===== src/rtl/smx_pkg.sv =====
// Shared types, constants and dispatch function for the stack machine execute block.
// Used by smx_useq and stack_machine_execute; depends on nothing else.
`default_nettype none

package smx_pkg;

    // Sizing; jump targets wrap by keeping the low address bits, so the
    // program depth stays a power of two
    localparam int STACK_DEPTH   = 8;
    localparam int PROGRAM_DEPTH = 256;
    localparam int SP_W          = $clog2(STACK_DEPTH + 1);
    localparam int IDX_W         = $clog2(STACK_DEPTH);
    localparam int IP_W          = $clog2(PROGRAM_DEPTH);
    localparam int UPC_W         = 4;

    typedef logic [2:0]       t_cmd;
    typedef logic [1:0]       t_err;
    typedef logic [3:0]       t_dp_op;
    typedef logic [2:0]       t_cond;
    typedef logic [UPC_W-1:0] t_upc;

    // Instruction codes
    localparam t_cmd CMD_START = 3'd0;
    localparam t_cmd CMD_HLT   = 3'd1;
    localparam t_cmd CMD_PUSH  = 3'd2;
    localparam t_cmd CMD_ADD   = 3'd3;
    localparam t_cmd CMD_POP   = 3'd4;
    localparam t_cmd CMD_JMP   = 3'd5;
    localparam t_cmd CMD_SUM   = 3'd6;
    localparam t_cmd CMD_CMP   = 3'd7;

    // Error codes
    localparam t_err ERR_NONE      = 2'd0;
    localparam t_err ERR_POP_UNF   = 2'd1;
    localparam t_err ERR_PUSH_OVF  = 2'd2;
    localparam t_err ERR_ADD_EMPTY = 2'd3;

    // Datapath operations selected by the control word
    localparam t_dp_op DP_NOP      = 4'd0;
    localparam t_dp_op DP_CLEAR    = 4'd1;
    localparam t_dp_op DP_HALT     = 4'd2;
    localparam t_dp_op DP_PUSH     = 4'd3;
    localparam t_dp_op DP_POP      = 4'd4;
    localparam t_dp_op DP_SUM      = 4'd5;
    localparam t_dp_op DP_CMP      = 4'd6;
    localparam t_dp_op DP_ADD_INIT = 4'd7;
    localparam t_dp_op DP_ADD_ACC  = 4'd8;
    localparam t_dp_op DP_ADD_DONE = 4'd9;
    localparam t_dp_op DP_ADD_ERR  = 4'd10;
    localparam t_dp_op DP_JMP      = 4'd11;

    // Jump conditions
    localparam t_cond COND_NEVER  = 3'd0;
    localparam t_cond COND_ALWAYS = 3'd1;
    localparam t_cond COND_EMPTY  = 3'd2;
    localparam t_cond COND_WALK   = 3'd3;

    // Microprogram entry points and labels
    localparam t_upc U_START    = 4'd0;
    localparam t_upc U_HLT      = 4'd1;
    localparam t_upc U_PUSH     = 4'd2;
    localparam t_upc U_POP      = 4'd3;
    localparam t_upc U_SUM      = 4'd4;
    localparam t_upc U_CMP      = 4'd5;
    localparam t_upc U_IDLEH    = 4'd6;
    localparam t_upc U_ADD      = 4'd7;
    localparam t_upc U_ADD_LOOP = 4'd8;
    localparam t_upc U_ADD_DONE = 4'd9;
    localparam t_upc U_ADD_ERR  = 4'd10;
    localparam t_upc U_JMP      = 4'd11;

    typedef struct packed {
        t_dp_op op;
        t_cond  cond;
        t_upc   target;
        logic   done;
    } t_cword;

    typedef struct packed {
        logic empty;
        logic walk_more;
    } t_dp_flags;

    // Entry point for an accepted item; a halted machine only echoes its state
    function automatic t_upc smx_entry(input t_cmd cmd, input logic halted);
        t_upc e;
        unique case (cmd)
            CMD_START: e = U_START;
            CMD_HLT:   e = U_HLT;
            CMD_PUSH:  e = U_PUSH;
            CMD_ADD:   e = U_ADD;
            CMD_POP:   e = U_POP;
            CMD_JMP:   e = U_JMP;
            CMD_SUM:   e = U_SUM;
            CMD_CMP:   e = U_CMP;
        endcase
        if (halted) begin
            e = U_IDLEH;
        end
        return e;
    endfunction

endpackage

`default_nettype wire


===== src/rtl/smx_useq.sv =====
// Microcode sequencer: step counter, control store and conditional jumps.
// Depends on smx_pkg for the control word, flags and microprogram labels.
`default_nettype none

module smx_useq
    import smx_pkg::*;
(
    input  wire logic      i_clk,
    input  wire logic      i_rst_n,
    input  wire logic      i_start,
    input  wire t_upc      i_entry,
    input  wire t_dp_flags i_flags,
    input  wire logic      i_stall,
    output logic           o_busy,
    output t_cword         o_cw
);

    // Control store
    function automatic t_cword smx_rom(input t_upc a);
        t_cword w;
        unique case (a)
            U_START:    w = '{op: DP_CLEAR,    cond: COND_NEVER, target: '0,         done: 1'b1};
            U_HLT:      w = '{op: DP_HALT,     cond: COND_NEVER, target: '0,         done: 1'b1};
            U_PUSH:     w = '{op: DP_PUSH,     cond: COND_NEVER, target: '0,         done: 1'b1};
            U_POP:      w = '{op: DP_POP,      cond: COND_NEVER, target: '0,         done: 1'b1};
            U_SUM:      w = '{op: DP_SUM,      cond: COND_NEVER, target: '0,         done: 1'b1};
            U_CMP:      w = '{op: DP_CMP,      cond: COND_NEVER, target: '0,         done: 1'b1};
            U_IDLEH:    w = '{op: DP_NOP,      cond: COND_NEVER, target: '0,         done: 1'b1};
            U_ADD:      w = '{op: DP_ADD_INIT, cond: COND_EMPTY, target: U_ADD_ERR,  done: 1'b0};
            U_ADD_LOOP: w = '{op: DP_ADD_ACC,  cond: COND_WALK,  target: U_ADD_LOOP, done: 1'b0};
            U_ADD_DONE: w = '{op: DP_ADD_DONE, cond: COND_NEVER, target: '0,         done: 1'b1};
            U_ADD_ERR:  w = '{op: DP_ADD_ERR,  cond: COND_NEVER, target: '0,         done: 1'b1};
            U_JMP:      w = '{op: DP_JMP,      cond: COND_NEVER, target: '0,         done: 1'b1};
            default:    w = '{op: DP_NOP,      cond: COND_NEVER, target: '0,         done: 1'b1};
        endcase
        return w;
    endfunction

    logic   r_busy, n_busy;
    t_upc   r_upc, n_upc;
    logic   w_take;
    t_cword w_cw;

    assign w_cw   = smx_rom(r_upc);
    assign o_cw   = w_cw;
    assign o_busy = r_busy;

    always_comb begin
        unique case (w_cw.cond)
            COND_NEVER:  w_take = 1'b0;
            COND_ALWAYS: w_take = 1'b1;
            COND_EMPTY:  w_take = i_flags.empty;
            COND_WALK:   w_take = i_flags.walk_more;
            default:     w_take = 1'b0;
        endcase
    end

    always_comb begin
        n_busy = r_busy;
        n_upc  = r_upc;
        if (!r_busy && i_start) begin
            n_busy = 1'b1;
            n_upc  = i_entry;
        end else if (r_busy && !i_stall) begin
            if (w_cw.done) begin
                n_busy = 1'b0;
            end else if (w_take) begin
                n_upc = w_cw.target;
            end else begin
                n_upc = r_upc + 1'b1;
            end
        end
    end

    always_ff @(posedge i_clk) begin
        if (!i_rst_n) begin
            r_busy <= 1'b0;
            r_upc  <= '0;
        end else begin
            r_busy <= n_busy;
            r_upc  <= n_upc;
        end
    end

endmodule

`default_nettype wire


===== src/rtl/stack_machine_execute.sv =====
// Stack machine execute unit: datapath, machine state and result channel.
// Depends on smx_pkg and on smx_useq, which sequences each instruction.
//
// Usage. Each input item is one decoded instruction (i_command, i_operand),
// taken when i_in_valid and o_in_ready are both high. Each item gives exactly
// one result item (next fetch address, stack count, accumulator, compare sum,
// halt flag, error code), offered on o_out_valid until i_out_ready takes it.
// Microprogram steps from acceptance to o_out_valid:
//   START, HLT, PUSH, POP, SUM, JMP, CMP and any item once halted: the done step
//   ADD: an init step, accumulate steps that walk the stack and a done step;
//   on an empty stack the init step goes to the error step instead
// The steps are set by the microprogram: ADD walks the stack through one
// adder, one entry per step. o_in_ready is high whenever no instruction is in
// flight, so a new item may be taken while a finished result still waits; a
// stalled receiver holds the final step of that next item, and the visible
// state, until the waiting result is taken. Synchronous reset clears the
// stack count, pointers, accumulator, compare sum and halt flag and drops
// any result.
`default_nettype none

module stack_machine_execute
    import smx_pkg::*;
(
    input  wire logic        i_clk,
    input  wire logic        i_rst_n,
    input  wire logic        i_in_valid,
    output logic             o_in_ready,
    input  wire logic [2:0]  i_command,
    input  wire logic [31:0] i_operand,
    output logic             o_out_valid,
    input  wire logic        i_out_ready,
    output logic [7:0]       o_next_ip,
    output logic [3:0]       o_stack_count,
    output logic [31:0]      o_accum,
    output logic [31:0]      o_compare_sum,
    output logic             o_halted,
    output logic [1:0]       o_error
);

    // Visible machine state
    logic [31:0]      r_stack [STACK_DEPTH];
    logic [SP_W-1:0]  r_sp, n_sp;
    logic [IP_W-1:0]  r_ip, n_ip;
    logic [31:0]      r_acc, n_acc;
    logic [31:0]      r_cmp, n_cmp;
    logic             r_halt, n_halt;
    t_err             r_err, n_err;
    logic             r_out_valid, n_out_valid;

    // Working registers for multi-step instructions
    logic [31:0]      r_operand;
    logic [31:0]      r_total, n_total;
    logic [SP_W-1:0]  r_walk, n_walk;

    // Stack write port
    logic             w_stk_we;
    logic [IDX_W-1:0] w_stk_idx;
    logic [31:0]      w_stk_wd;

    // Sequencer link
    logic      w_busy;
    t_cword    w_cw;
    t_dp_flags w_flags;
    logic      w_accept;
    logic      w_stall;
    logic      w_fire;

    // Datapath helpers
    logic [IP_W-1:0] w_ip_inc;
    logic [31:0]     w_jmp_raw;
    logic [31:0]     w_walk_rd;
    logic [SP_W:0]   w_walk_inc;
    logic [IP_W+7:0] w_ip_ext;
    logic [SP_W+3:0] w_sp_ext;

    assign o_in_ready = !w_busy;
    assign w_accept   = i_in_valid && o_in_ready;
    // hold the last step of an item while the previous result waits
    assign w_stall    = w_cw.done && r_out_valid && !i_out_ready;
    assign w_fire     = w_busy && !w_stall;

    assign w_flags.empty     = (r_sp == '0);
    assign w_walk_inc        = {1'b0, r_walk} + 1'b1;
    assign w_flags.walk_more = (w_walk_inc < {1'b0, r_sp});

    smx_useq u_useq (
        .i_clk   (i_clk),
        .i_rst_n (i_rst_n),
        .i_start (w_accept),
        .i_entry (smx_entry(i_command, r_halt)),
        .i_flags (w_flags),
        .i_stall (w_stall),
        .o_busy  (w_busy),
        .o_cw    (w_cw)
    );

    // advance the fetch address, wrapping at the program depth
    assign w_ip_inc = (r_ip == IP_W'(PROGRAM_DEPTH - 1)) ? '0 : r_ip + 1'b1;

    // jump target is operand minus one; keeping the low address bits wraps it
    assign w_jmp_raw  = r_operand - 32'd1;

    assign w_walk_rd = r_stack[r_walk[IDX_W-1:0]];

    always_comb begin
        n_sp        = r_sp;
        n_ip        = r_ip;
        n_acc       = r_acc;
        n_cmp       = r_cmp;
        n_halt      = r_halt;
        n_err       = r_err;
        n_total     = r_total;
        n_walk      = r_walk;
        w_stk_we    = 1'b0;
        w_stk_idx   = r_sp[IDX_W-1:0];
        w_stk_wd    = r_operand;
        n_out_valid = (i_out_ready) ? 1'b0 : r_out_valid;

        if (w_fire) begin
            if (w_cw.done) begin
                n_err       = ERR_NONE;
                n_out_valid = 1'b1;
            end
            unique case (w_cw.op)
                DP_NOP: begin
                end
                DP_CLEAR: begin
                    n_sp  = '0;
                    n_acc = '0;
                    n_ip  = w_ip_inc;
                end
                DP_HALT: begin
                    n_sp   = '0;
                    n_halt = 1'b1;
                    n_ip   = w_ip_inc;
                end
                DP_PUSH: begin
                    if (r_sp >= SP_W'(STACK_DEPTH)) begin
                        n_err = ERR_PUSH_OVF;
                    end else begin
                        w_stk_we = 1'b1;
                        n_sp     = r_sp + 1'b1;
                    end
                    n_ip = w_ip_inc;
                end
                DP_POP: begin
                    if (r_sp == '0) begin
                        n_err = ERR_POP_UNF;
                    end else begin
                        n_sp = r_sp - 1'b1;
                    end
                    n_ip = w_ip_inc;
                end
                DP_SUM: begin
                    n_cmp = r_cmp + r_acc;
                    n_ip  = w_ip_inc;
                end
                DP_CMP: begin
                    if ($signed(r_cmp) >= $signed(r_operand)) begin
                        n_halt = 1'b1;
                    end else begin
                        n_ip = w_ip_inc;
                    end
                end
                DP_ADD_INIT: begin
                    n_total = r_stack[0];
                    n_walk  = SP_W'(1);
                end
                DP_ADD_ACC: begin
                    if (r_walk < r_sp) begin
                        n_total = r_total + w_walk_rd;
                        n_walk  = w_walk_inc[SP_W-1:0];
                    end
                end
                DP_ADD_DONE: begin
                    w_stk_we  = 1'b1;
                    w_stk_idx = '0;
                    w_stk_wd  = r_total;
                    n_acc     = r_total;
                    n_sp      = SP_W'(1);
                    n_ip      = w_ip_inc;
                end
                DP_ADD_ERR: begin
                    n_err = ERR_ADD_EMPTY;
                    n_ip  = w_ip_inc;
                end
                DP_JMP: begin
                    n_ip = w_jmp_raw[IP_W-1:0];
                end
                default: begin
                end
            endcase
        end
    end

    always_ff @(posedge i_clk) begin
        if (!i_rst_n) begin
            r_sp        <= '0;
            r_ip        <= '0;
            r_acc       <= '0;
            r_cmp       <= '0;
            r_halt      <= 1'b0;
            r_err       <= ERR_NONE;
            r_out_valid <= 1'b0;
        end else begin
            r_sp        <= n_sp;
            r_ip        <= n_ip;
            r_acc       <= n_acc;
            r_cmp       <= n_cmp;
            r_halt      <= n_halt;
            r_err       <= n_err;
            r_out_valid <= n_out_valid;
        end
    end

    // Payload and working registers: entries above the stack count are never read
    always_ff @(posedge i_clk) begin
        if (w_accept) begin
            r_operand <= i_operand;
        end
        if (w_stk_we) begin
            r_stack[w_stk_idx] <= w_stk_wd;
        end
        r_total  <= n_total;
        r_walk   <= n_walk;
    end

    // Result fields come straight from the state, which holds while a result waits
    assign w_ip_ext      = {8'b0, r_ip};
    assign w_sp_ext      = {4'b0, r_sp};
    assign o_out_valid   = r_out_valid;
    assign o_next_ip     = w_ip_ext[7:0];
    assign o_stack_count = w_sp_ext[3:0];
    assign o_accum       = r_acc;
    assign o_compare_sum = r_cmp;
    assign o_halted      = r_halt;
    assign o_error       = r_err;

    a_sp_bound: assert property (@(posedge i_clk) disable iff (!i_rst_n)
        r_sp <= SP_W'(STACK_DEPTH))
        else $error("stack count beyond depth");

    a_halt_sticky: assert property (@(posedge i_clk) disable iff (!i_rst_n)
        r_halt |=> r_halt)
        else $error("halt released without reset");

    a_done_result: assert property (@(posedge i_clk) disable iff (!i_rst_n)
        (w_fire && w_cw.done) |=> r_out_valid)
        else $error("finished item produced no result");

    a_ovf_full: assert property (@(posedge i_clk) disable iff (!i_rst_n)
        (r_out_valid && r_err == ERR_PUSH_OVF) |-> (r_sp == SP_W'(STACK_DEPTH)))
        else $error("overflow reported on a stack that is not full");

    a_accept_busy: assert property (@(posedge i_clk) disable iff (!i_rst_n)
        w_accept |=> w_busy)
        else $error("accepted item not started");

endmodule

`default_nettype wire


===== config.mk =====
export PLATFORM = sky130hd
export DESIGN_NAME = stack_machine_execute
export DESIGN_NICKNAME = d
export VERILOG_FILES = /design/src/rtl/smx_pkg.sv /design/src/rtl/smx_useq.sv /design/src/rtl/stack_machine_execute.sv
export SDC_FILE = /design/constraint.sdc
export NUM_CORES = 1
export LEC_CHECK = 0
export BUFFER_PORTS_ARGS = -buffer_cell sky130_fd_sc_hd__buf_4
export CAP_MARGIN = 20
export CELL_PAD_IN_SITES_DETAIL_PLACEMENT = 1
export CELL_PAD_IN_SITES_GLOBAL_PLACEMENT = 2
export CORE_MARGIN = 5
export CORE_UTILIZATION = 37
export CTS_BUF_LIST = sky130_fd_sc_hd__clkbuf_4
export CTS_CLUSTER_DIAMETER = 50
export DETAILED_ROUTE_END_ITERATION = 10
export PLACE_DENSITY_LB_ADDON = 0.25
export SLEW_MARGIN = 10
export SYNTH_ARGS = -nofsm -noshare
export SYNTH_HDL_FRONTEND = slang
export SYNTH_SLANG_ARGS = --single-unit
export TNS_END_PERCENT = 5

===== constraint.sdc =====
create_clock -name i_clk -period 17.85 [get_ports i_clk]
set_clock_uncertainty 0.1 [all_clocks]
set_input_delay 3.57 -clock i_clk [delete_from_list [all_inputs] [get_ports i_clk]]
set_output_delay 3.57 -clock i_clk [all_outputs]
set_load 0.05 [all_outputs]

==> impl_metrics.ini, run 1 <==
[global_route]
antenna_found_initial = 1
grt.overflow.total = 0
grt_pass1_wl_um = 93600
grt_util_all_layers_pct = 20.3
grt_max_degree = 67
grt_pass1_vias = 15600

[worst_setup_path]
crit_chain = buf_4
critPathTopFamily = flip-flops
worstPathRequired_ns = 14.18
crit_path_start_kind = register
worstPathArrival_ns = 1.83
setup.worst_path.end_class = primary output
rrSetupSlack_ns = 12.63
cp-startpoint = o_stack_count[1]
crit_path_top_delay_cell = dfxtp_1
max_stage_delay_ns = 0.71
worst-path-buf-inv = 1
worstSetupPathType = register to primary output
critical_path_peak_fanout = 11

[clock_tree]
clock-root-buffer = clkbuf_4
postCtsHoldBufs = 0
path_clk_slew_ns = 0.07
cts_buffer_depth = 3
htreeDepth = 3
cts-resized-gates = 0
clock-sinks = 420
cts_buffers = 110
tritoncts = built
insertion_delay_ns = 0.84
post_cts.repair.setup_buffers = 0

[placed_design]
placed_cells = 2488
place_area_um2 = 22400
gp_congestion = 0.804
portBuffers = 119
hpwlAfterDp_um = 41100

[min_path]
min_from = o_error[1]
hold_class = register to register

[synthesis]
synth_top_family_by_area = compound AO/OA/AOI/OAI gates
ys_async_sr_fraction_pct = 0
ys_warn_count = 0
ys.flop_type = edfxtp_1
synth_compound_area_share_pct = 13.3
synth_mux_area_share_pct = 9.36
synth_seq_cells = 420
synthAdderAreaFrac_pct = 6.90
syn-cell-area_um2 = 20600
synth_nets = 1818
synth_xor_area_share_pct = 2.04
synth_cells = 1667
ys_types = 88
synth_edf_count = 324
yosys.area_share.simple_pct = 9.09
avgSynthCellArea_um2 = 12.4
synth_seq_area_share_pct = 56.5

[floorplan]
die_h_um = 246
die-area_um2 = 60600
rows = 86
ioPinCount = 120
dieWidth_um = 246
start_util_pct = 37.4
core_area_um2 = 55200

[sta]
slew_violations = 0
worstMarginPinSlew_ns = 1.15
fin_tns_setup_ns = 0
fin_crit_ns = 5.50
rsz0062_at_grt = no
period_share_pct = 30.8
final-setup-viol-count = 0
max_freq_ghz = 0.182
hold_violations = 0
relSlewSlack_pct = 23.4

[layout]
final_cell_mix = edfxtp_1, nand2_1, clkbuf_4
drive_gt1_share_pct = 23.4
final_nets = 2003
area_delta_synth_final_pct = 15.5
fill_cells = 5911
multi_input_area_um2 = 8480
final_cells = 2697
seq_area_um2 = 11700
stdcell_area_um2 = 23800
layout_commonest_cell = edfxtp_1

[power_and_ir_drop]
powerDensity_nw_per_um2 = 86.6
ir_drop_mv = 0.0397
p_leak_nw = 9.05

[run_status]
status = finished, final reports clean

[drt]
drc = 0
drt_iter0_drc = 964
first_pass_iters = 5
num_vias = 14600
routedWlPerCell_um = 23.0
vias_per_cell = 5.43
routed_wl_um = 62000
ant_nets = 0

[job]
maxCapViolations = 0
metal layers:
layer  global-route usage, %  routed length, um  share of wire [%]  up-vias
met5                       0                  0                  0        -
met4                    6.76               1570                2.5        0
met3                    3.47               2510                4.1      104
met2                    33.3              29200                 47      308
met1                    27.6              28700                 46     7442
li1                        -                  -                  -     6779
registers in the layout, indices dropped and copies added, names as in the netlist, named ones only:
name	flops
o_error	2
u_useq.r_upc	4
o_next_ip	8
o_stack_count	4
o_halted	1
r_total	32
u_useq.o_cw	8
r_walk	4
o_compare_sum	32
r_operand	32
r_stack	256
u_useq.o_busy	1
o_accum	32
o_out_valid	1
synth_stat cells, drive strengths merged, types with 11 or more instances:
| cell type | count | area share [%] |
|---|---|---|
| a211oi | 21 | 0.92 |
| a21o | 43 | 1.6 |
| a21oi | 136 | 3.4 |
| and3 | 11 | 0.38 |
| buf | 16 | 0.37 |
| clkbuf | 49 | 0.89 |
| dfxtp | 96 | 9.3 |
| edfxtp | 324 | 47 |
| ha | 109 | 6.6 |
| inv | 83 | 1.5 |
| mux2 | 31 | 1.7 |
| mux2i | 14 | 0.68 |
| mux4 | 64 | 7.0 |
| nand2 | 185 | 3.4 |
| nand2b | 15 | 0.46 |
| nand3 | 31 | 0.75 |
| nand4 | 19 | 0.58 |
| nor2 | 64 | 1.2 |
| nor2b | 15 | 0.49 |
| nor3 | 21 | 0.53 |
| o211ai | 11 | 0.40 |
| o21a | 12 | 0.44 |
| o21ai | 119 | 2.9 |
| o31ai | 12 | 0.46 |
| xnor2 | 30 | 1.3 |
| xor2 | 18 | 0.76 |
worst paths after layout:
kind         depth (start not counted)          endpoint
min                                  2        o_error[1]
min reg2reg                          2        o_error[1]
max                                  1  o_stack_count[1]
max reg2reg                         13       r_total[31]
tightest hold or removal path: stages (launching register included):
cell and delay (ns):
dfxtp_1 0.31, o21ai_0 0.07, a21oi_1 0.06
where the power goes:
group	total, W	switching, W	internal [W]
clock	0.000833	0.000429	0.000404
sequential	0.00108	0.0000139	0.00107
combinational	0.000146	0.0000964	0.0000497
logic make-up after synthesis:
kind of cell | count (synthesis)
simple gates | 401
fa+ha+maj | 112
flops | 420
compound gates | 429
mux | 109
buf+inv | 148
xor+xnor | 48
cell type report:
type | count | area share [%]
Tap cell | 748 | 3.93
Sequential cell | 420 | 48.9
Antenna cell | 1 | 0.0105
Timing Repair Buffer | 138 | 4.35
Clock inverter | 61 | 1.21
Multi-Input combinational cell | 1099 | 35.6
Clock buffer | 147 | 4.63
Inverter | 83 | 1.31
per-stage QoR:
stage	hold slack (ns)	worst slack (ns)	power (W)	utilization [%]
3_5_place_dp	0.375	11.59	0.00125	40.6
5_1_grt	0.442	12.25	0.00216	43.1
3_3_place_gp	0.372	11.68	0.00125	40.6
4_1_cts	0.394	12.26	0.00209	43.1
2_1_floorplan	0.368	9.76	0.00120	-
6_report	0.393	12.35	0.00206	43.1
No activity file was read; power rests on OpenSTA's default activity.
==> run 2, diff against run 1 <==
==> constraint.sdc (replaced) <==
create_clock -name i_clk -period 5.05 [get_ports i_clk]
set_clock_uncertainty 0.1 [all_clocks]
set_input_delay 1.01 -clock i_clk [delete_from_list [all_inputs] [get_ports i_clk]]
set_output_delay 1.01 -clock i_clk [all_outputs]
set_load 0.05 [all_outputs]
==> impl_metrics.ini, run 2 (synthesized netlist as in run 1, its figures left out) <==
[floorplan]
core_area_um2 = 55200
start_util_pct = 37.4
die-area_um2 = 60600
rows = 86
dieWidth_um = 246
ioPinCount = 120
die_h_um = 246

[clock_tree]
tritoncts = built
cts_buffers = 116
path_clk_slew_ns = 0.07
postCtsHoldBufs = 0
cts_buffer_depth = 3
clock-sinks = 420
htreeDepth = 3
insertion_delay_ns = 0.87
post_cts.repair.setup_buffers = 0
cts-resized-gates = 0
clock-root-buffer = clkbuf_4

[layout]
final_nets = 2022
largest_register = r_stack
final_cell_mix = edfxtp_1, nand2_1, clkbuf_4
drive_gt1_share_pct = 24.7
final_util_pct = 43.5
layout_commonest_cell = edfxtp_1
largest_reg_flops = 256
area_delta_synth_final_pct = 16.5
seq_area_um2 = 11700
multi_input_area_um2 = 8490
fill_cells = 5861

[sta]
fin_tns_setup_ns = 0
fin_crit_ns = 4.55
relSlewSlack_pct = 30.2
period_share_pct = 90.0
worstMarginPinSlew_ns = 1.04
slew_violations = 0
hold_violations = 0
max_freq_ghz = 0.220
final-setup-viol-count = 0
rsz0062_at_grt = no

[global_route]
grt_pass1_vias = 15400
grt_max_degree = 59
grt.overflow.total = 0
grt_util_all_layers_pct = 19.8
grt_pass1_wl_um = 92400
antenna_found_initial = 3

[worst_setup_path]
worstPathRequired_ns = 5.54
crit_path_start_kind = register
max_stage_delay_ns = 0.61
worstSetupPathType = register to register
critPathTopFamily = compound AO/OA/AOI/OAI gates
worstPathArrival_ns = 5.04
r2r_end = r_total[31]
cpMostUsedCell = o21ai_1
critical_path_peak_fanout = 22
crit_path_top_delay_cell = dfxtp_4
worst-path-buf-inv = 2
setup.worst_path.end_class = register
rrSetupSlack_ns = 0.50
crit_chain = buf_12, buf_4, mux4_2, mux2_2, ha_1, a21o_1, a21oi_1, o21ai_0, o2bb2ai_1, a31oi_2, o21ai_1, a221oi_2, xnor2_1, o21ai_1
reg2reg_depth = 14

[placed_design]
portBuffers = 119
hpwlAfterDp_um = 41900
gp_congestion = 0.804

[drt]
drc = 0
drt_iter0_drc = 955
ant_nets = 0
first_pass_iters = 5
vias_per_cell = 5.38
routed_wl_um = 60400
routedWlPerCell_um = 22.2
num_vias = 14600

[min_path]
hold_class = input pin to register
hold_depth = 1
min_from = i_operand[31]
min_to = r_operand[31]

[power_and_ir_drop]
power_frac_comb_pct = 7.0
internal-power_w = 0.00551
clkPwrFrac_pct = 41.3
p_leak_nw = 9.18
p_switching_w = 0.00190
ir_drop_mv = 0.143
seqPwrFrac_pct = 51.7
swShare_pct = 25.6
powerDensity_nw_per_um2 = 308

[run_status]
status = finished, final reports clean

[job]
maxCapViolations = 0
## run 2: cell types whose count changed in the layout (fill, tap and decap cells not counted), moves of 2 or more
cell and change:
clkinv_1 -9, clkinv_4 +2, clkbuf_4 +22, diode_2 +3, buf_4 +12, inv_2 -2
clkinv_2 -3
## run 2: power groups by stage
| stage | clock network, W | registers, W | logic (W) |
|---|---|---|---|
| finish | 0.00306 | 0.00383 | 0.000517 |
| global route | 0.00339 | 0.00383 | 0.000571 |
| CTS | 0.00318 | 0.00383 | 0.000524 |
| detailed placement | 0 | 0.00390 | 0.000522 |
| global placement | 0 | 0.00390 | 0.000509 |
| floorplan | 0 | 0.00390 | 0.000327 |
## run 2: layout make-up
cell class / instances / share of cell area [%]
clock inverter: 47 / 0.880
multi-input combinational: 1099 / 35.3
tap: 748 / 3.89
inverter: 83 / 1.30
clock buffer: 169 / 5.28
sequential: 420 / 48.5
timing repair buffer: 151 / 4.77
antenna: 4 / 0.0416
## run 2: through the flow
| stage | worst slack [ns] | hold WS [ns] | cell area (um^2) | instances | total power, W |
|---|---|---|---|---|---|
| global placement | 0.589 | 0.375 | 22500 | 2501 | 0.00441 |
| detailed placement | 0.482 | 0.383 | 22500 | 2501 | 0.00442 |
| global route | 0.242 | 0.0940 | 24000 | 2719 | 0.00780 |
| CTS | 0.480 | 0.0953 | 24000 | 2717 | 0.00753 |
| finish | 0.503 | 0.209 | 24000 | 2721 | 0.00740 |
| floorplan | -0.469 | 0.368 | 20600 | 1667 | 0.00423 |
## run 2: metal layers
layer  track usage (%)  up-vias  part of all wire, %
li1                  -     6821                    -
met1              27.2     7412                   46
met2              32.3      310                   47
met3              4.02       95                  4.6
met4              5.40        0                  2.2
met5                 0        -                    0
## run 2: worst max path at each step
stage | depth (start not counted) | start | endpoint | slack [ns]
after floorplan | 7 | i_out_ready | r_stack[2][0] | -0.47
after global placement | 14 | register | r_total[31] | 0.59
after detailed placement | 14 | register | r_total[31] | 0.48
after CTS | 14 | register | r_total[31] | 0.48
after global routing | 14 | register | r_total[31] | 0.24
final | 14 | register | r_total[31] | 0.50
==> run 3, diff against run 2 <==
--- a/config.mk
+++ b/config.mk
@@ -5,16 +5,18 @@
 export SDC_FILE = /design/constraint.sdc
 export NUM_CORES = 1
 export LEC_CHECK = 0
-export BUFFER_PORTS_ARGS = -buffer_cell sky130_fd_sc_hd__buf_4
+export BUFFER_PORTS_ARGS = -buffer_cell sky130_fd_sc_hd__clkbuf_2
 export CAP_MARGIN = 20
 export CELL_PAD_IN_SITES_DETAIL_PLACEMENT = 1
 export CELL_PAD_IN_SITES_GLOBAL_PLACEMENT = 2
+export CORE_ASPECT_RATIO = 1.2
 export CORE_MARGIN = 5
 export CORE_UTILIZATION = 37
 export CTS_BUF_LIST = sky130_fd_sc_hd__clkbuf_4
 export CTS_CLUSTER_DIAMETER = 50
 export DETAILED_ROUTE_END_ITERATION = 10
 export PLACE_DENSITY_LB_ADDON = 0.25
+export SETUP_SLACK_MARGIN = 0.15
 export SLEW_MARGIN = 10
 export SYNTH_ARGS = -nofsm -noshare
 export SYNTH_HDL_FRONTEND = slang
==> impl_metrics.ini, run 3 (synthesized netlist as in run 1, its figures left out) <==
[floorplan]
rows = 94
core_area_um2 = 55000
die-area_um2 = 60600
ioPinCount = 120
die_h_um = 269
start_util_pct = 37.5
dieWidth_um = 226

[worst_setup_path]
crit_path_start_kind = register
setup.worst_path.end_class = register
crit_path_top_delay_cell = dfxtp_4
worstPathRequired_ns = 5.54
r2r_end = r_total[30]
worstPathArrival_ns = 4.94
worst-path-buf-inv = 1
max_stage_delay_ns = 0.56
crit_chain = buf_4, mux4_2, mux2_2, ha_1, a21oi_4, o21ai_2, a221oi_2, a211o_2, a41oi_2, a41oi_2, a21oi_2, or3_1, a31o_1
critPathTopFamily = compound AO/OA/AOI/OAI gates
critical_path_peak_fanout = 17
rrSetupSlack_ns = 0.60
reg2reg_depth = 13
cpMostUsedCell = a41oi_2
worstSetupPathType = register to register

[layout]
fill_cells = 6007
stdcell_area_um2 = 23700
multi_input_area_um2 = 8480
layout_commonest_cell = edfxtp_1
final_nets = 2014
area_delta_synth_final_pct = 14.8
final_util_pct = 43.0
largest_reg_flops = 256
drive_gt1_share_pct = 24.1
seq_area_um2 = 11700
largest_register = r_stack
final_cell_mix = edfxtp_1, nand2_1, clkbuf_4

[clock_tree]
post_cts.repair.setup_buffers = 0
cts_buffers = 108
path_clk_slew_ns = 0.07
insertion_delay_ns = 0.89
clock-sinks = 420
cts-resized-gates = 0
htreeDepth = 3
clock-root-buffer = clkbuf_4
postCtsHoldBufs = 0
cts_buffer_depth = 3
tritoncts = built

[global_route]
antenna_found_initial = 1
grt_util_all_layers_pct = 19.9
grt_pass1_vias = 15700
grt_pass1_wl_um = 92800
grt_max_degree = 59
grt.overflow.total = 0

[sta]
period_share_pct = 88.1
hold_violations = 0
fin_tns_setup_ns = 0
max_freq_ghz = 0.225
rsz0062_at_grt = no
fin_crit_ns = 4.45
relSlewSlack_pct = 27.9
slew_violations = 0
final-setup-viol-count = 0
holdWs_ns = 0.209
worstMarginPinSlew_ns = 1.07
setup_ws_ns = 0.599

[drt]
drt_iter0_drc = 686
drc = 0
first_pass_iters = 5
ant_nets = 0
num_vias = 14400
routed_wl_um = 60100
vias_per_cell = 5.40
routedWlPerCell_um = 22.5

[min_path]
hold_depth = 1
min_to = r_operand[0]
hold_class = input pin to register
min_from = i_operand[0]

[placed_design]
hpwlAfterDp_um = 42900
place_area_um2 = 22200
gp_congestion = 0.839
post-place-ws_ns = 0.610
portBuffers = 119

[power_and_ir_drop]
ir_drop_mv = 0.137
powerDensity_nw_per_um2 = 313
p_leak_nw = 9.05

[job]
maxCapViolations = 0

[run_status]
status = finished, final reports clean
==> run 3: cell count changes in the layout (fill, tap and decap cells not counted), moves of 2 or more <==
cell	change
bufinv_16	+3
diode_2	-3
clkbuf_4	-3
clkbuf_2	+119
buf_4	-123
buf_12	+2
clkinv_1	-2
clkinv_2	-12
==> run 3: where the power goes <==
| group | leakage, nW | internal, W | switching [W] | total (W) |
|---|---|---|---|---|
| Clock | 0.852 | 0.00163 | 0.00145 | 0.00308 |
| Sequential | 3.71 | 0.00378 | 0.0000489 | 0.00383 |
| Combinational | 4.49 | 0.000167 | 0.000337 | 0.000505 |
| Total | 9.05 | 0.00558 | 0.00183 | 0.00741 |
==> run 3: area by class of cell <==
cell class | instances | share of cell area (%)
inverter | 83 | 1.32
multi-input combinational | 1099 | 35.8
sequential | 420 | 49.2
antenna | 1 | 0.0106
clock buffer | 164 | 5.20
timing repair buffer | 151 | 3.69
tap | 720 | 3.81
clock inverter | 33 | 0.904
==> run 3: worst max path at each step <==
stage	slack (ns)	depth (start not counted)	to
2_1_floorplan	-0.47	7	r_stack[2][0]
3_3_place_gp	0.67	13	r_total[30]
3_5_place_dp	0.61	13	r_total[30]
4_1_cts	0.52	13	r_total[30]
5_1_grt	0.36	13	r_total[30]
6_report	0.60	13	r_total[30]
==> run 3: worst reg2reg max path, cell delays in order (launching register included) <==
cell,delay [ns]
dfxtp_4,0.56
buf_4,0.31
mux4_2,0.54
mux2_2,0.28
ha_1,0.38
a21oi_4,0.20
o21ai_2,0.09
a221oi_2,0.36
a211o_2,0.25
a41oi_2,0.19
a41oi_2,0.30
a21oi_2,0.09
or3_1,0.31
a31o_1,0.21
==> run 3: through the flow <==
stage,power [W],cells
floorplan,0.00423,1667
detailed placement,0.00441,2471
CTS,0.00753,2668
global placement,0.00439,2471
global route,0.00779,2671
finish,0.00741,2671
==> run 3: routing by layer <==
metal / track usage (%) / part of all wire, %
met3: 3.48 / 4.0
met5: 0 / 0
met1: 25.5 / 44
met4: 7.15 / 2.8
met2: 34.0 / 50
